<file path="src/rtl/sba_pkg.sv">
// Package for the spectrum band averager: widths, constants, control structs.
// No dependencies.
`default_nettype none
package sba_pkg;
    localparam int EDGE_W = 26;
    localparam logic [25:0] EDGE_MAX = 26'h3FFFFFF;
    localparam logic [27:0] LOG_K_Q16 = 28'd268430242;

    // register indexes
    localparam logic [2:0] REG_START = 3'd0;
    localparam logic [2:0] REG_WIDTH = 3'd1;
    localparam logic [2:0] REG_CLIP = 3'd2;
    localparam logic [2:0] REG_BASE = 3'd3;
    localparam logic [2:0] REG_RSTART = 3'd4;
    localparam logic [2:0] REG_RSTEP = 3'd5;
    localparam logic [2:0] REG_RBANDS = 3'd6;
    localparam logic [2:0] REG_LOG = 3'd7;

    typedef struct packed {
        logic [25:0] start_edge;
        logic [25:0] band_width;
        logic [15:0] clip_offset;
        logic [23:0] base_gain;
        logic [23:0] ramp_start_gain;
        logic [23:0] ramp_step_gain;
        logic [6:0]  ramp_bands;
        logic        log_enable;
    } t_cfg;

    // controller -> datapath commands
    typedef struct packed {
        logic init;
        logic add;
        logic close_start;
        logic step_bin;
    } t_cmd;

    // datapath -> controller status
    typedef struct packed {
        logic below_edge;
        logic bands_done;
        logic in_range;
        logic close_busy;
        logic bin_max;
    } t_sts;
endpackage
`default_nettype wire

</file>
<file path="src/rtl/sba_ctrl.sv">
// Controller state machine of the band averager.
// Depends on sba_pkg.
`default_nettype none
module sba_ctrl (
    input  wire logic          i_clk,
    input  wire logic          i_rst_n,
    input  wire logic          i_cfg_wr,
    input  wire logic          i_in_valid,
    input  wire logic          i_in_last,
    output logic               o_in_ready,
    input  wire sba_pkg::t_sts i_sts,
    output sba_pkg::t_cmd      o_cmd
);
    import sba_pkg::*;

    localparam logic [1:0] S_IDLE = 2'd0;
    localparam logic [1:0] S_CLOSE = 2'd1;
    localparam logic [1:0] S_WAIT = 2'd2;
    localparam logic [1:0] S_FLUSH = 2'd3;

    logic [1:0] r_state, n_state;
    logic r_last, n_last;

    // per-bin sequence: close bands below edge, add, flush at frame end
    always_comb begin
        n_state = r_state;
        n_last = r_last;
        o_cmd = '0;
        o_in_ready = 1'b0;
        case (r_state)
            S_IDLE: begin
                o_in_ready = !i_sts.close_busy;
                if (i_in_valid && o_in_ready) begin
                    n_last = i_in_last || i_sts.bin_max;
                    n_state = S_CLOSE;
                end
            end
            S_CLOSE: begin
                if (!i_sts.close_busy) begin
                    if (!i_sts.bands_done && i_sts.below_edge) begin
                        o_cmd.close_start = 1'b1;
                    end else begin
                        o_cmd.add = i_sts.in_range;
                        n_state = r_last ? S_FLUSH : S_WAIT;
                    end
                end
            end
            S_FLUSH: begin
                if (!i_sts.close_busy) begin
                    if (!i_sts.bands_done) begin
                        o_cmd.close_start = 1'b1;
                    end else begin
                        o_cmd.init = 1'b1;
                        n_state = S_WAIT;
                    end
                end
            end
            S_WAIT: begin
                o_cmd.step_bin = !r_last;
                n_state = S_IDLE;
            end
            default: n_state = S_IDLE;
        endcase
        if (i_cfg_wr) begin
            o_cmd.init = 1'b1;
        end
    end

    always_ff @(posedge i_clk) begin
        if (!i_rst_n) begin
            r_state <= S_IDLE;
            r_last <= 1'b0;
        end else begin
            r_state <= n_state;
            r_last <= n_last;
        end
    end
endmodule
`default_nettype wire

</file>
<file path="config.mk">
export PLATFORM = sky130hd
export DESIGN_NAME = sba_ctrl
export DESIGN_NICKNAME = d
export VERILOG_FILES = /design/src/rtl/sba_pkg.sv /design/src/rtl/sba_ctrl.sv
export SDC_FILE = /design/constraint.sdc
export NUM_CORES = 1
export LEC_CHECK = 0
export CORE_AREA = 3 3 40 42
export DETAILED_ROUTE_END_ITERATION = 10
export DIE_AREA = 0 0 43 45
export DONT_BUFFER_PORTS = 1
export MAX_ROUTING_LAYER = met4
export SYNTH_ARGS = -nofsm -noshare
export SYNTH_HDL_FRONTEND = slang
export SYNTH_SLANG_ARGS = --single-unit
export TNS_END_PERCENT = 100
</file>
<file path="constraint.sdc">
create_clock -name i_clk -period 3.1 [get_ports i_clk]
set_input_delay 0.93 -clock i_clk [delete_from_list [all_inputs] [get_ports i_clk]]
set_output_delay 0.93 -clock i_clk [all_outputs]
set_load 0.02 [all_outputs]
</file>
==> reports/results.tsv <==
metric	value	unit
outcome	complete, no violations	
DR iter-0 viols	2	
cells along the critical path	nand2b_2 -> nor4b_1 -> buf_4	
root buf cell	clkbuf_4	
largest family of logic cells by synthesized area	simple AND/OR/NAND/NOR gates	
cell count after synthesis	24	
Num Clock Sinks	3	
leak pwr	0.108	nW
Hold Crit Endpoint	r_state[1]	
Max-slew headroom	0.559	
DR pass1 iterations	2	
Worst EP arrival	1.57	ns
die width	43	um
Unique masters post-synth	18	
Critical Path Start Type	primary input	
Hold Path Origin	r_state[0]	
remaining global-route overflow	0	
number of flops mapped to enable cells by yosys	0	
most frequent cells after synthesis	3 x dfxtp_1, 2 x nand2_1, 2 x nor2_1, 2 x nor2b_1, 2 x o211a_1	
TritonCTS Buffers	3	
Die Area	1940	sq um
worst ir drop on vdd	139	uV
worst path bufs/invs	1	
Worst Reg2Reg Path Length in Cells	3	
reg-to-reg endpoint	r_state[0]	
post-DP HPWL	416	um
final setup vio count	0	
Inserted Diodes	0	
share of cells above drive strength 1	0.276	
post-synth top area share	0.282	
WL per Instance	11.3	um
syn nets	34	
Most used DFF post-synth	dfxtp_1	
worst reg2reg setup slack	2.05	ns
Core Area	1280	sq um
fin crit share	0.807	
Routed Antenna Nets	0	
Final Hold Vio Count	0	
post-layout util	0.206	
# IOs	15	
worst slew pin tran	0.660	ns
clock slew at reported path FFs	0.04	ns
fin. max-slew vios	0	
syn avg cell area	8.86	sq um
row cnt	13	
post-synthesis adder-cell area fraction	0	
Fill cells	146	
Synthesis Warnings	0	
placer congestion estimate	0.636	
Max stage delay on crit path	0.25	ns
hold path depth	1	
area grow syn2layout	24.7	%
initial antenna violation count	0	
fmax	400	MHz
CP max-delay cell	nor4b_1	
mux share of post-synthesis cell area	0	
Compound-Gate Fraction of Synth Area	0.271	
largest net degree at the start of global routing	9	
Async S/R FF share, synth	0	
DRC viols	0	
Worst setup EP type	primary output	
Hold-fix buffers, CTS	0	
max-cap viol count	0	
RSZ-0062 raised after global routing	false	
DP Area	239	sq um
first-pass GRT wire length	669	um
vias	196	
setup TNS	0	ns
CTS tree	done	
Yosys reg bits	3	
CP max FO	6	
post-CTS setup buffer count	0	
Final min period	2.50	ns
cell area after layout	265	sq um
synth top area cells	dfxtp_1 28%, o211a_1 9.4%, nor4b_2 7.1%, a211oi_2 5.9%, nor2b_1 5.9%	
Synth Area in Simple Gates	0.429	
post-cts sizing count	0	
Vias/cell	4.45	
Worst EP required	2.17	ns
pwr dens	484	nW/um^2
reg-to-reg startpoint	r_state[1]	
count leader, synth	dfxtp_1	
Top delay family on crit path	simple AND/OR/NAND/NOR gates	
Die H	45	um
NumNets Final	40	
hold crit path type	reg2reg	
final wirelength	498	um
IO buf count	0	
initial core utilization	0.166	
Total GRT Usage	0.0522	
number of global-route vias before repair	193	
Worst Skew	0.00157	ns
Crit Path Category	in2out	
sequential area share after synthesis	0.282	
post-synth top area cell	dfxtp_1	
XOR/XNOR share of the synthesized area	0	
CTS Buffer Depth	2	
clock latency on the worst-skew pair	0.23	ns
CTS H-Tree Depth	1	
Post-Syn Area	213	sq um
-- sequential cells by signal, summed over array words and instances (netlist names) --
signal	count
r_state	2
r_last	1
-- power by group --
part	total (W)	leakage [nW]	internal [W]	switching, W
clock network	0.0000678	0.0150	0.0000482	0.0000196
registers	0.0000449	0.0246	0.0000412	0.00000371
logic	0.0000157	0.0683	0.00000717	0.00000854
total	0.000128	0.108	0.0000965	0.0000318
-- worst max-delay path by stage --
stage | from | endpoint | slack, ns | depth (start not counted)
floorplan | i_sts[1] | o_cmd[2] | 0.30 | 2
global placement | i_sts[1] | o_cmd[2] | 0.61 | 3
detailed placement | i_sts[1] | o_cmd[2] | 0.59 | 3
CTS | i_sts[1] | o_cmd[2] | 0.59 | 3
global route | i_sts[1] | o_cmd[2] | 0.53 | 3
finish | i_sts[1] | o_cmd[2] | 0.60 | 3
-- layout by cell type (no fill, tap or decap), drive strengths merged, types with 2 or more instances in the layout --
| cell | count |
|---|---|
| o211a | 2 |
| clkbuf | 4 |
| nor3b | 2 |
| nand2 | 2 |
| dfxtp | 3 |
| o21ai | 2 |
| a211oi | 2 |
| nor2b | 2 |
| nor2 | 2 |
| nor4b | 2 |
-- stage by stage --
stage / setup WS (ns) / hold WS, ns / std cells / power (W)
after global routing: 0.526 / 0.566 / 44 / 0.000136
after CTS: 0.585 / 0.552 / 44 / 0.000133
after detailed placement: 0.593 / 0.549 / 40 / 0.0000614
after floorplan: 0.298 / 0.509 / 24 / 0.0000586
after global placement: 0.608 / 0.545 / 40 / 0.0000613
final: 0.597 / 0.553 / 44 / 0.000128
-- cell families after synthesis --
group | count (synthesis)
buffers and inverters | 1
and+or+nand+nor | 13
DFF | 3
AOI/OAI and AO/OA | 7
-- area by class of cell --
type | count | area [sq um] | area share
clock buffers | 4 | 26.3 | 0.0991
inverters | 1 | 3.75 | 0.0142
repair buffers | 1 | 7.51 | 0.0283
multi-input cells | 20 | 149 | 0.561
well taps | 15 | 18.8 | 0.0708
flip-flops and latches | 3 | 60.1 | 0.226
-- worst reg2reg max path, stage by stage, from the launching register on --
cell      delay, ns
dfxtp_1        0.37
or2_1          0.27
a211oi_2       0.21
a211oi_1       0.07
-- routing by layer --
layer / global-route usage / part of all wire
met5: - / 0
met4: 0.0542 / 0
met3: 0.0239 / 0.016
met2: 0.0958 / 0.61
met1: 0.0336 / 0.38
Power figures use the tool's default switching activity.
