--- src/rtl/sba_pkg.sv ---
// Package for the spectrum band averager: widths, constants, control structs.
// No dependencies.
`default_nettype none
package sba_pkg;
    localparam int EDGE_W = 26;
    localparam logic [25:0] EDGE_MAX = 26'h3FFFFFF;
    localparam logic [27:0] LOG_K_Q16 = 28'd268430242;

    // register indexes
    localparam logic [2:0] REG_START = 3'd0;
    localparam logic [2:0] REG_WIDTH = 3'd1;
    localparam logic [2:0] REG_CLIP = 3'd2;
    localparam logic [2:0] REG_BASE = 3'd3;
    localparam logic [2:0] REG_RSTART = 3'd4;
    localparam logic [2:0] REG_RSTEP = 3'd5;
    localparam logic [2:0] REG_RBANDS = 3'd6;
    localparam logic [2:0] REG_LOG = 3'd7;

    typedef struct packed {
        logic [25:0] start_edge;
        logic [25:0] band_width;
        logic [15:0] clip_offset;
        logic [23:0] base_gain;
        logic [23:0] ramp_start_gain;
        logic [23:0] ramp_step_gain;
        logic [6:0]  ramp_bands;
        logic        log_enable;
    } t_cfg;

    // controller -> datapath commands
    typedef struct packed {
        logic init;
        logic add;
        logic close_start;
        logic step_bin;
    } t_cmd;

    // datapath -> controller status
    typedef struct packed {
        logic below_edge;
        logic bands_done;
        logic in_range;
        logic close_busy;
        logic bin_max;
    } t_sts;
endpackage
`default_nettype wire

--- src/rtl/sba_if.sv ---
// Valid/ready stream interfaces for bin input and band output words.
// No dependencies.
`default_nettype none


interface sba_out_if;
    logic        valid;
    logic        ready;
    logic [15:0] band_value;
    logic [5:0]  band_number;
    logic        band_empty;
    logic        run_last;
    modport source(output valid, band_value, band_number, band_empty, run_last,
                   input ready);
    modport sink(input valid, band_value, band_number, band_empty, run_last,
                 output ready);
endinterface
`default_nettype wire

--- src/rtl/sba_dp.sv ---
// Datapath: bin accumulation, edge tracking, serial divider, gain, log map.
// Depends on sba_pkg and sba_if.
`default_nettype none
module sba_dp #(
    parameter int NUM_BANDS = 32,
    parameter int MAX_BINS = 1024
) (
    input  wire logic          i_clk,
    input  wire logic          i_rst_n,
    input  wire sba_pkg::t_cfg i_cfg,
    input  wire sba_pkg::t_cmd i_cmd,
    input  wire logic [15:0]   i_bin,
    input  wire logic          i_is_last,
    output sba_pkg::t_sts      o_sts,
    sba_out_if.source          out
);
    import sba_pkg::*;

    localparam int BW = $clog2(MAX_BINS);
    localparam int NB = $clog2(NUM_BANDS + 1);

    logic [BW-1:0] r_bin;
    logic [NB-1:0] r_band;
    logic [25:0] r_edge, r_sum;
    logic [BW:0] r_cnt;
    logic [31:0] r_rgain;
    logic [26:0] w_esum;
    logic [25:0] w_next_edge;

    assign w_esum = {1'b0, r_edge} + {1'b0, i_cfg.band_width};
    assign w_next_edge = w_esum[26] ? EDGE_MAX : w_esum[25:0];

    // close pipeline registers
    localparam logic [2:0] P_IDLE = 3'd0;
    localparam logic [2:0] P_DIV = 3'd1;
    localparam logic [2:0] P_MUL = 3'd2;
    localparam logic [2:0] P_SAT = 3'd3;
    localparam logic [2:0] P_LOG = 3'd4;
    localparam logic [2:0] P_LMUL = 3'd5;
    localparam logic [2:0] P_OUT = 3'd6;
    logic [2:0] r_ps;
    logic [25:0] r_num, r_q;
    logic [BW:0] r_den;
    logic [26:0] r_rem;
    logic [4:0] r_k;
    logic [31:0] r_gain;
    logic [15:0] r_clip;
    logic r_empty, r_log;
    logic [5:0] r_bnum;
    logic [47:0] r_prod;
    logic [15:0] r_val;
    logic [3:0] r_n;
    logic [31:0] r_m;
    logic [19:0] r_frac;
    logic [51:0] r_lp;
    logic r_rl;

    logic [26:0] w_rem_sh;
    logic [63:0] w_sq;
    logic [32:0] w_m2;
    logic [15:0] w_x;
    logic [3:0] w_n;
    logic [15:0] w_diff;
    logic [23:0] w_l;

    assign w_rem_sh = {r_rem[25:0], r_num[25]};
    assign w_sq = {32'd0, r_m} * {32'd0, r_m};
    assign w_m2 = w_sq[62:30];
    assign w_x = (r_val == 16'd0) ? 16'd1 : r_val;
    assign w_diff = r_q[15:0] - r_clip;
    assign w_l = {r_n, r_frac};

    always_comb begin
        w_n = 4'd0;
        for (int b = 1; b < 16; b++) begin
            if (w_x[b]) w_n = 4'(b);
        end
    end

    assign o_sts.close_busy = (r_ps != P_IDLE);
    assign o_sts.bands_done = (32'(r_band) >= NUM_BANDS);
    assign o_sts.below_edge = (32'(r_bin) >= 32'(r_edge[25:16]));
    assign o_sts.in_range = !o_sts.bands_done &&
        ((r_band != '0) || (32'(r_bin) >= 32'(i_cfg.start_edge[25:16])));
    assign o_sts.bin_max = (32'(r_bin) >= MAX_BINS - 1);

    // r_k = 31 marks the cycle that loads the log level into r_val
    assign out.valid = (r_ps == P_OUT) && (r_k != 5'd31);
    assign out.band_value = r_val;
    assign out.band_number = r_bnum;
    assign out.band_empty = r_empty;
    assign out.run_last = r_rl;

    // frame state
    always_ff @(posedge i_clk) begin
        if (!i_rst_n || i_cmd.init) begin
            r_bin <= '0;
            r_band <= '0;
            r_sum <= '0;
            r_cnt <= '0;
            r_rgain <= {8'd0, i_cfg.ramp_start_gain};
            if (!i_rst_n) r_edge <= 26'd1048576;
            else begin
                r_edge <= ({1'b0, i_cfg.start_edge} + {1'b0, i_cfg.band_width} > 27'(EDGE_MAX))
                    ? EDGE_MAX : i_cfg.start_edge + i_cfg.band_width;
            end
        end else begin
            if (i_cmd.step_bin) r_bin <= r_bin + 1'b1;
            if (i_cmd.add) begin
                r_sum <= r_sum + {10'd0, i_bin};
                r_cnt <= r_cnt + 1'b1;
            end
            if (i_cmd.close_start) begin
                r_band <= r_band + 1'b1;
                r_edge <= w_next_edge;
                r_sum <= '0;
                r_cnt <= '0;
                r_rgain <= r_rgain + {8'd0, i_cfg.ramp_step_gain};
            end
        end
    end

    // band close engine: restoring divide, gain, clamp, log2 by squaring
    always_ff @(posedge i_clk) begin
        if (!i_rst_n) begin
            r_ps <= P_IDLE;
        end else begin
            case (r_ps)
                P_IDLE: begin
                    if (i_cmd.close_start) begin
                        r_num <= r_sum;
                        r_den <= r_cnt;
                        r_rem <= '0;
                        r_q <= '0;
                        r_k <= 5'd0;
                        r_gain <= (7'(r_band) < i_cfg.ramp_bands) ? r_rgain
                                                                  : {8'd0, i_cfg.base_gain};
                        r_clip <= i_cfg.clip_offset;
                        r_empty <= (r_cnt == '0);
                        r_log <= i_cfg.log_enable;
                        r_bnum <= 6'(r_band);
                        // last word of this bin: frame end flushes to the final band,
                        // otherwise no further band closes on this bin
                        r_rl <= i_is_last ? (32'(r_band) == NUM_BANDS - 1)
                                          : ((32'(r_band) >= NUM_BANDS - 1) ||
                                             (32'(r_bin) < 32'(w_next_edge[25:16])));
                        r_ps <= (r_cnt == '0) ? P_OUT : P_DIV;
                        r_val <= '0;
                    end
                end
                P_DIV: begin
                    if (w_rem_sh >= 27'(r_den)) begin
                        r_rem <= w_rem_sh - 27'(r_den);
                        r_q <= {r_q[24:0], 1'b1};
                    end else begin
                        r_rem <= w_rem_sh;
                        r_q <= {r_q[24:0], 1'b0};
                    end
                    r_num <= {r_num[24:0], 1'b0};
                    r_k <= r_k + 1'b1;
                    if (r_k == 5'd25) r_ps <= P_MUL;
                end
                P_MUL: begin
                    r_prod <= (r_q[15:0] > r_clip) ? ({32'd0, w_diff} * {16'd0, r_gain}) : '0;
                    r_ps <= P_SAT;
                end
                P_SAT: begin
                    r_val <= (r_prod[47:15] > 33'hFFFF) ? 16'hFFFF : r_prod[30:15];
                    r_ps <= r_log ? P_LOG : P_OUT;
                    r_k <= 5'd0;
                end
                P_LOG: begin
                    if (r_k == 5'd0) begin
                        r_n <= w_n;
                        r_m <= 32'({16'd0, w_x} << (5'd30 - {1'b0, w_n}));
                        r_frac <= '0;
                        r_k <= 5'd1;
                    end else begin
                        if (w_m2[32:31] != 2'd0) begin
                            r_m <= w_m2[32:1];
                            r_frac <= {r_frac[18:0], 1'b1};
                        end else begin
                            r_m <= w_m2[31:0];
                            r_frac <= {r_frac[18:0], 1'b0};
                        end
                        r_k <= r_k + 1'b1;
                        if (r_k == 5'd20) r_ps <= P_LMUL;
                    end
                end
                P_LMUL: begin
                    r_lp <= {28'd0, w_l} * {24'd0, LOG_K_Q16};
                    r_ps <= P_OUT;
                    r_k <= 5'd31;
                end
                P_OUT: begin
                    // product stays below 2^52, so bits 51:36 never overflow
                    if (r_k == 5'd31) begin
                        r_val <= r_lp[51:36];
                        r_k <= 5'd0;
                    end else if (out.ready) begin
                        r_ps <= P_IDLE;
                    end
                end
                default: r_ps <= P_IDLE;
            endcase
        end
    end
endmodule
`default_nettype wire

--- src/flat_wrapper.sv ---
// flat-port wrapper written by rule: the top's interface ports become plain ports
module sba_dp_flat import sba_pkg::*;
#(
    parameter int NUM_BANDS = 32,
    parameter int MAX_BINS = 1024
)
  (i_clk, i_rst_n, i_cfg, i_cmd, i_bin, i_is_last, o_sts, out_valid, out_band_value, out_band_number, out_band_empty, out_run_last, out_ready);
  sba_out_if out_i ();
  input  wire logic i_clk;
  input  wire logic i_rst_n;
  input  wire sba_pkg::t_cfg i_cfg;
  input  wire sba_pkg::t_cmd i_cmd;
  input  wire logic [15:0] i_bin;
  input  wire logic i_is_last;
  output sba_pkg::t_sts o_sts;
  output wire logic [$bits(out_i.valid)-1:0] out_valid;
  output wire logic [$bits(out_i.band_value)-1:0] out_band_value;
  output wire logic [$bits(out_i.band_number)-1:0] out_band_number;
  output wire logic [$bits(out_i.band_empty)-1:0] out_band_empty;
  output wire logic [$bits(out_i.run_last)-1:0] out_run_last;
  input wire logic [$bits(out_i.ready)-1:0] out_ready;
  assign out_valid = out_i.valid;
  assign out_band_value = out_i.band_value;
  assign out_band_number = out_i.band_number;
  assign out_band_empty = out_i.band_empty;
  assign out_run_last = out_i.run_last;
  assign out_i.ready = out_ready;
  sba_dp #(.NUM_BANDS(NUM_BANDS), .MAX_BINS(MAX_BINS)) u_core (.i_clk(i_clk), .i_rst_n(i_rst_n), .i_cfg(i_cfg), .i_cmd(i_cmd), .i_bin(i_bin), .i_is_last(i_is_last), .o_sts(o_sts), .out(out_i));
endmodule
--- config.mk ---
export PLATFORM = sky130hd
export DESIGN_NAME = sba_dp_flat
export DESIGN_NICKNAME = d
export VERILOG_FILES = /design/src/rtl/sba_pkg.sv /design/src/rtl/sba_if.sv /design/src/rtl/sba_dp.sv /design/src/flat_wrapper.sv
export SDC_FILE = /design/constraint.sdc
export NUM_CORES = 2
export LEC_CHECK = 0
export BUFFER_PORTS_ARGS = -buffer_cell sky130_fd_sc_hd__buf_2
export CAP_MARGIN = 15
export CORE_MARGIN = 2
export CORE_UTILIZATION = 45
export DETAILED_ROUTE_END_ITERATION = 10
export SLEW_MARGIN = 20
export SYNTH_ARGS = -nofsm -noshare
export SYNTH_HDL_FRONTEND = slang
export SYNTH_SLANG_ARGS = --single-unit
--- constraint.sdc ---
create_clock -name i_clk -period 16.2 [get_ports i_clk]
set_clock_uncertainty 0.05 [all_clocks]
set_input_delay 2.43 -clock i_clk [delete_from_list [all_inputs] [get_ports i_clk]]
set_output_delay 2.43 -clock i_clk [all_outputs]
set_load 0.01 [all_outputs]
==> flow_metrics.tcl <==
set metrics [dict create \
    wl_per_cell_um 19.7 \
    synthArstFlopShare_pct 0 \
    port_buffers 201 \
    io_pins 202 \
    yosysTopAreaCell "fa_1" \
    crit_fanout 39 \
    grt_max_degree 72 \
    synth-seq-cells 376 \
    finalHoldViolations 0 \
    worstPathArrival_ns 10.28 \
    syn_area_mm2 0.0761 \
    core_mm2 0.168 \
    final-seq-area_mm2 0.0107 \
    drt-pass1-iter-count 6 \
    min_path_type "flop to flop" \
    design_area_mm2 0.0812 \
    clk_pin_slew_ns 0.07 \
    numCtsBuffers 43 \
    drtIter0Drc 3314 \
    die-height_um 415 \
    syn_area_per_cell_um2 9.50 \
    critPathRequiredTime_ns 16.49 \
    finalMaxSlewViolations 0 \
    synth_edf_count 312 \
    worst_pin_slew_ns 1.13 \
    synth_fp_nets 10430 \
    cts_hold_buffers 0 \
    setup_ws_ns 6.21 \
    cts_root_buf "clkbuf_16" \
    grt_overflow 0 \
    ant_nets 0 \
    max_freq_mhz 100 \
    final_nets 10502 \
    rows 150 \
    relSlewSlack_pct 24.8 \
    hpwl_mm 159 \
    area_growth_pct 6.63 \
    synth_most_common_cell "inv_1" \
    cp-start-kind "flop" \
    die_w_um 415 \
    nFillCells 15771 \
    synthTopCellsByCount "inv_1 (1,987), fa_1 (1,494), nand2_1 (936)" \
    yosys_warnings 0 \
    tns_ns 0 \
    synth_top_area_share_pct 39.3 \
    worst_skew_pair.late_latency_ns 0.63 \
    ys_types 91 \
    syn_inst 8015 \
    routed_wl_mm 203 \
    cts_tree "done" \
    cts_max_path_buffers 3 \
    status "finished, final reports clean" \
    crit_slowest_cell "clkinv_1" \
    setup_violations 0 \
    path_class "flop to flop" \
    rsz0062_at_grt "false" \
    worst_path_most_repeated_cell "fa_1" \
    globalplace.congestion 0.934 \
    synthTopCellsByArea "fa_1 (39%), ha_1 (12%), edfxtp_1 (12%)" \
    drcViolationCount 0 \
    multi_input_area_mm2 0.0572 \
    viasPerCell 5.22 \
    ys.flop_type "edfxtp_1" \
    critPathMaxStageDelay_ns 0.58 \
    clock_sinks 376 \
    yosysSeqAreaShare_pct 14.0 \
    post-route-min-period_ns 9.99 \
    grt_use_total_pct 24.2 \
    dpl-instance-area_mm2 0.0797 \
    min_period_over_period_pct 61.7 \
    vias 53953 \
    maxCapViolations 0 \
    layout-drive-gt1-share_pct 5.44 \
    dieArea_mm2 0.172 \
    cts_resized 0 \
    dp_slack_ns 6.32 \
    grt_pass1_vias 58532 \
    cp-end-kind "flop" \
    antenna_found_initial 17 \
    htree_levels 2 \
    grt_pass1_wl_mm 328 \
    initial_core_util_pct 45.4 \
    cts_setup_buffers 0 \
]
[layout make-up]
class	count	share of cell area [%]
antenna	4	0.0123
clock buffer	59	1.51
clock inverter	20	0.296
inverter	1993	9.22
multi-input combinational	5389	70.4
sequential	376	13.1
tap	2204	3.40
timing repair buffer	284	2.01
[state kept, by name, summed over array words and instances, names as in the netlist, 20 cells and up]
name,flops
u_core.r_gain,32
u_core.r_edge,26
u_core.r_sum,26
u_core.r_m,32
u_core.r_frac,20
u_core.r_rem,26
u_core.r_prod,33
u_core.r_rgain,32
u_core.r_num,26
[cell families after synthesis]
family	Yosys count	share of synthesized area (%)
AOI/OAI and AO/OA	769	6.52
and+or+nand+nor	2038	12.5
buffers and inverters	2250	11.1
xor gates and xnor gates	231	2.66
DFF	376	14.0
muxes	108	1.55
adders and majority gates	2243	51.6
[worst max-delay path, delay by kind of cell (launching register included)]
kind	cells	cell delay, ns
buffers and inverters	7	1.85
adder cells (fa/ha/maj)	9	4.34
flip-flops	1	0.32
AND/OR/NAND/NOR	4	1.35
AO/OA/AOI/OAI	8	1.75
[per-layer routing]
metal	GRT usage, %	vias to the layer above	share of wire, %
li1	-	24774	-
met1	32.2	27181	42
met2	42.0	1666	49
met3	2.68	320	5.8
met4	6.07	12	3.0
met5	0	-	0.037
[stage by stage]
step,hold WS (ns),std cells,util (%)
4_1_cts,0.428,10325,48.4
5_1_grt,0.436,10327,48.4
3_5_place_dp,0.436,10246,47.5
6_report,0.435,10329,48.4
3_3_place_gp,0.430,10246,47.5
2_1_floorplan,0.400,8015,-
[final timing paths]
kind	start	end	slack (ns)	depth (start not counted)
worst max-delay path	u_core.r_m[18]$_DFFE_PP_	u_core.r_m[27]$_DFFE_PP_	6.21	28
worst min-delay path	u_core.r_cnt[10]$_SDFFE_PP0P_	u_core.r_den[10]$_DFFE_PP_	0.43	0
worst max register to register	u_core.r_m[18]$_DFFE_PP_	u_core.r_m[27]$_DFFE_PP_	6.21	28
worst min register to register	u_core.r_cnt[10]$_SDFFE_PP0P_	u_core.r_den[10]$_DFFE_PP_	0.43	0
[cells in the final DEF (no fill, tap or decap), types with 13 or more instances in the layout]
cell type,n
o31ai_1,22
a221oi_1,29
edfxtp_1,312
nand2_1,934
a21oi_1,217
xnor2_1,110
buf_4,83
fa_1,1493
mux2_2,26
o21ai_0,158
o21a_1,16
nand3_1,65
or4_1,13
and2_1,321
nor2_1,322
or3_1,38
or2_2,16
nor3_1,55
nor2b_1,58
o211ai_1,14
a31oi_1,20
inv_1,1986
mux2i_1,74
nand2b_1,57
and3_1,48
ha_1,749
nand4_1,42
a21o_1,109
xor2_1,111
dfxtp_1,64
buf_2,201
a211oi_1,27
nor4_1,18
o21bai_1,27
clkbuf_16,45
Power is not shown: default switching activity piles up to over one toggle a cycle in this logic, so the estimate is an artifact.
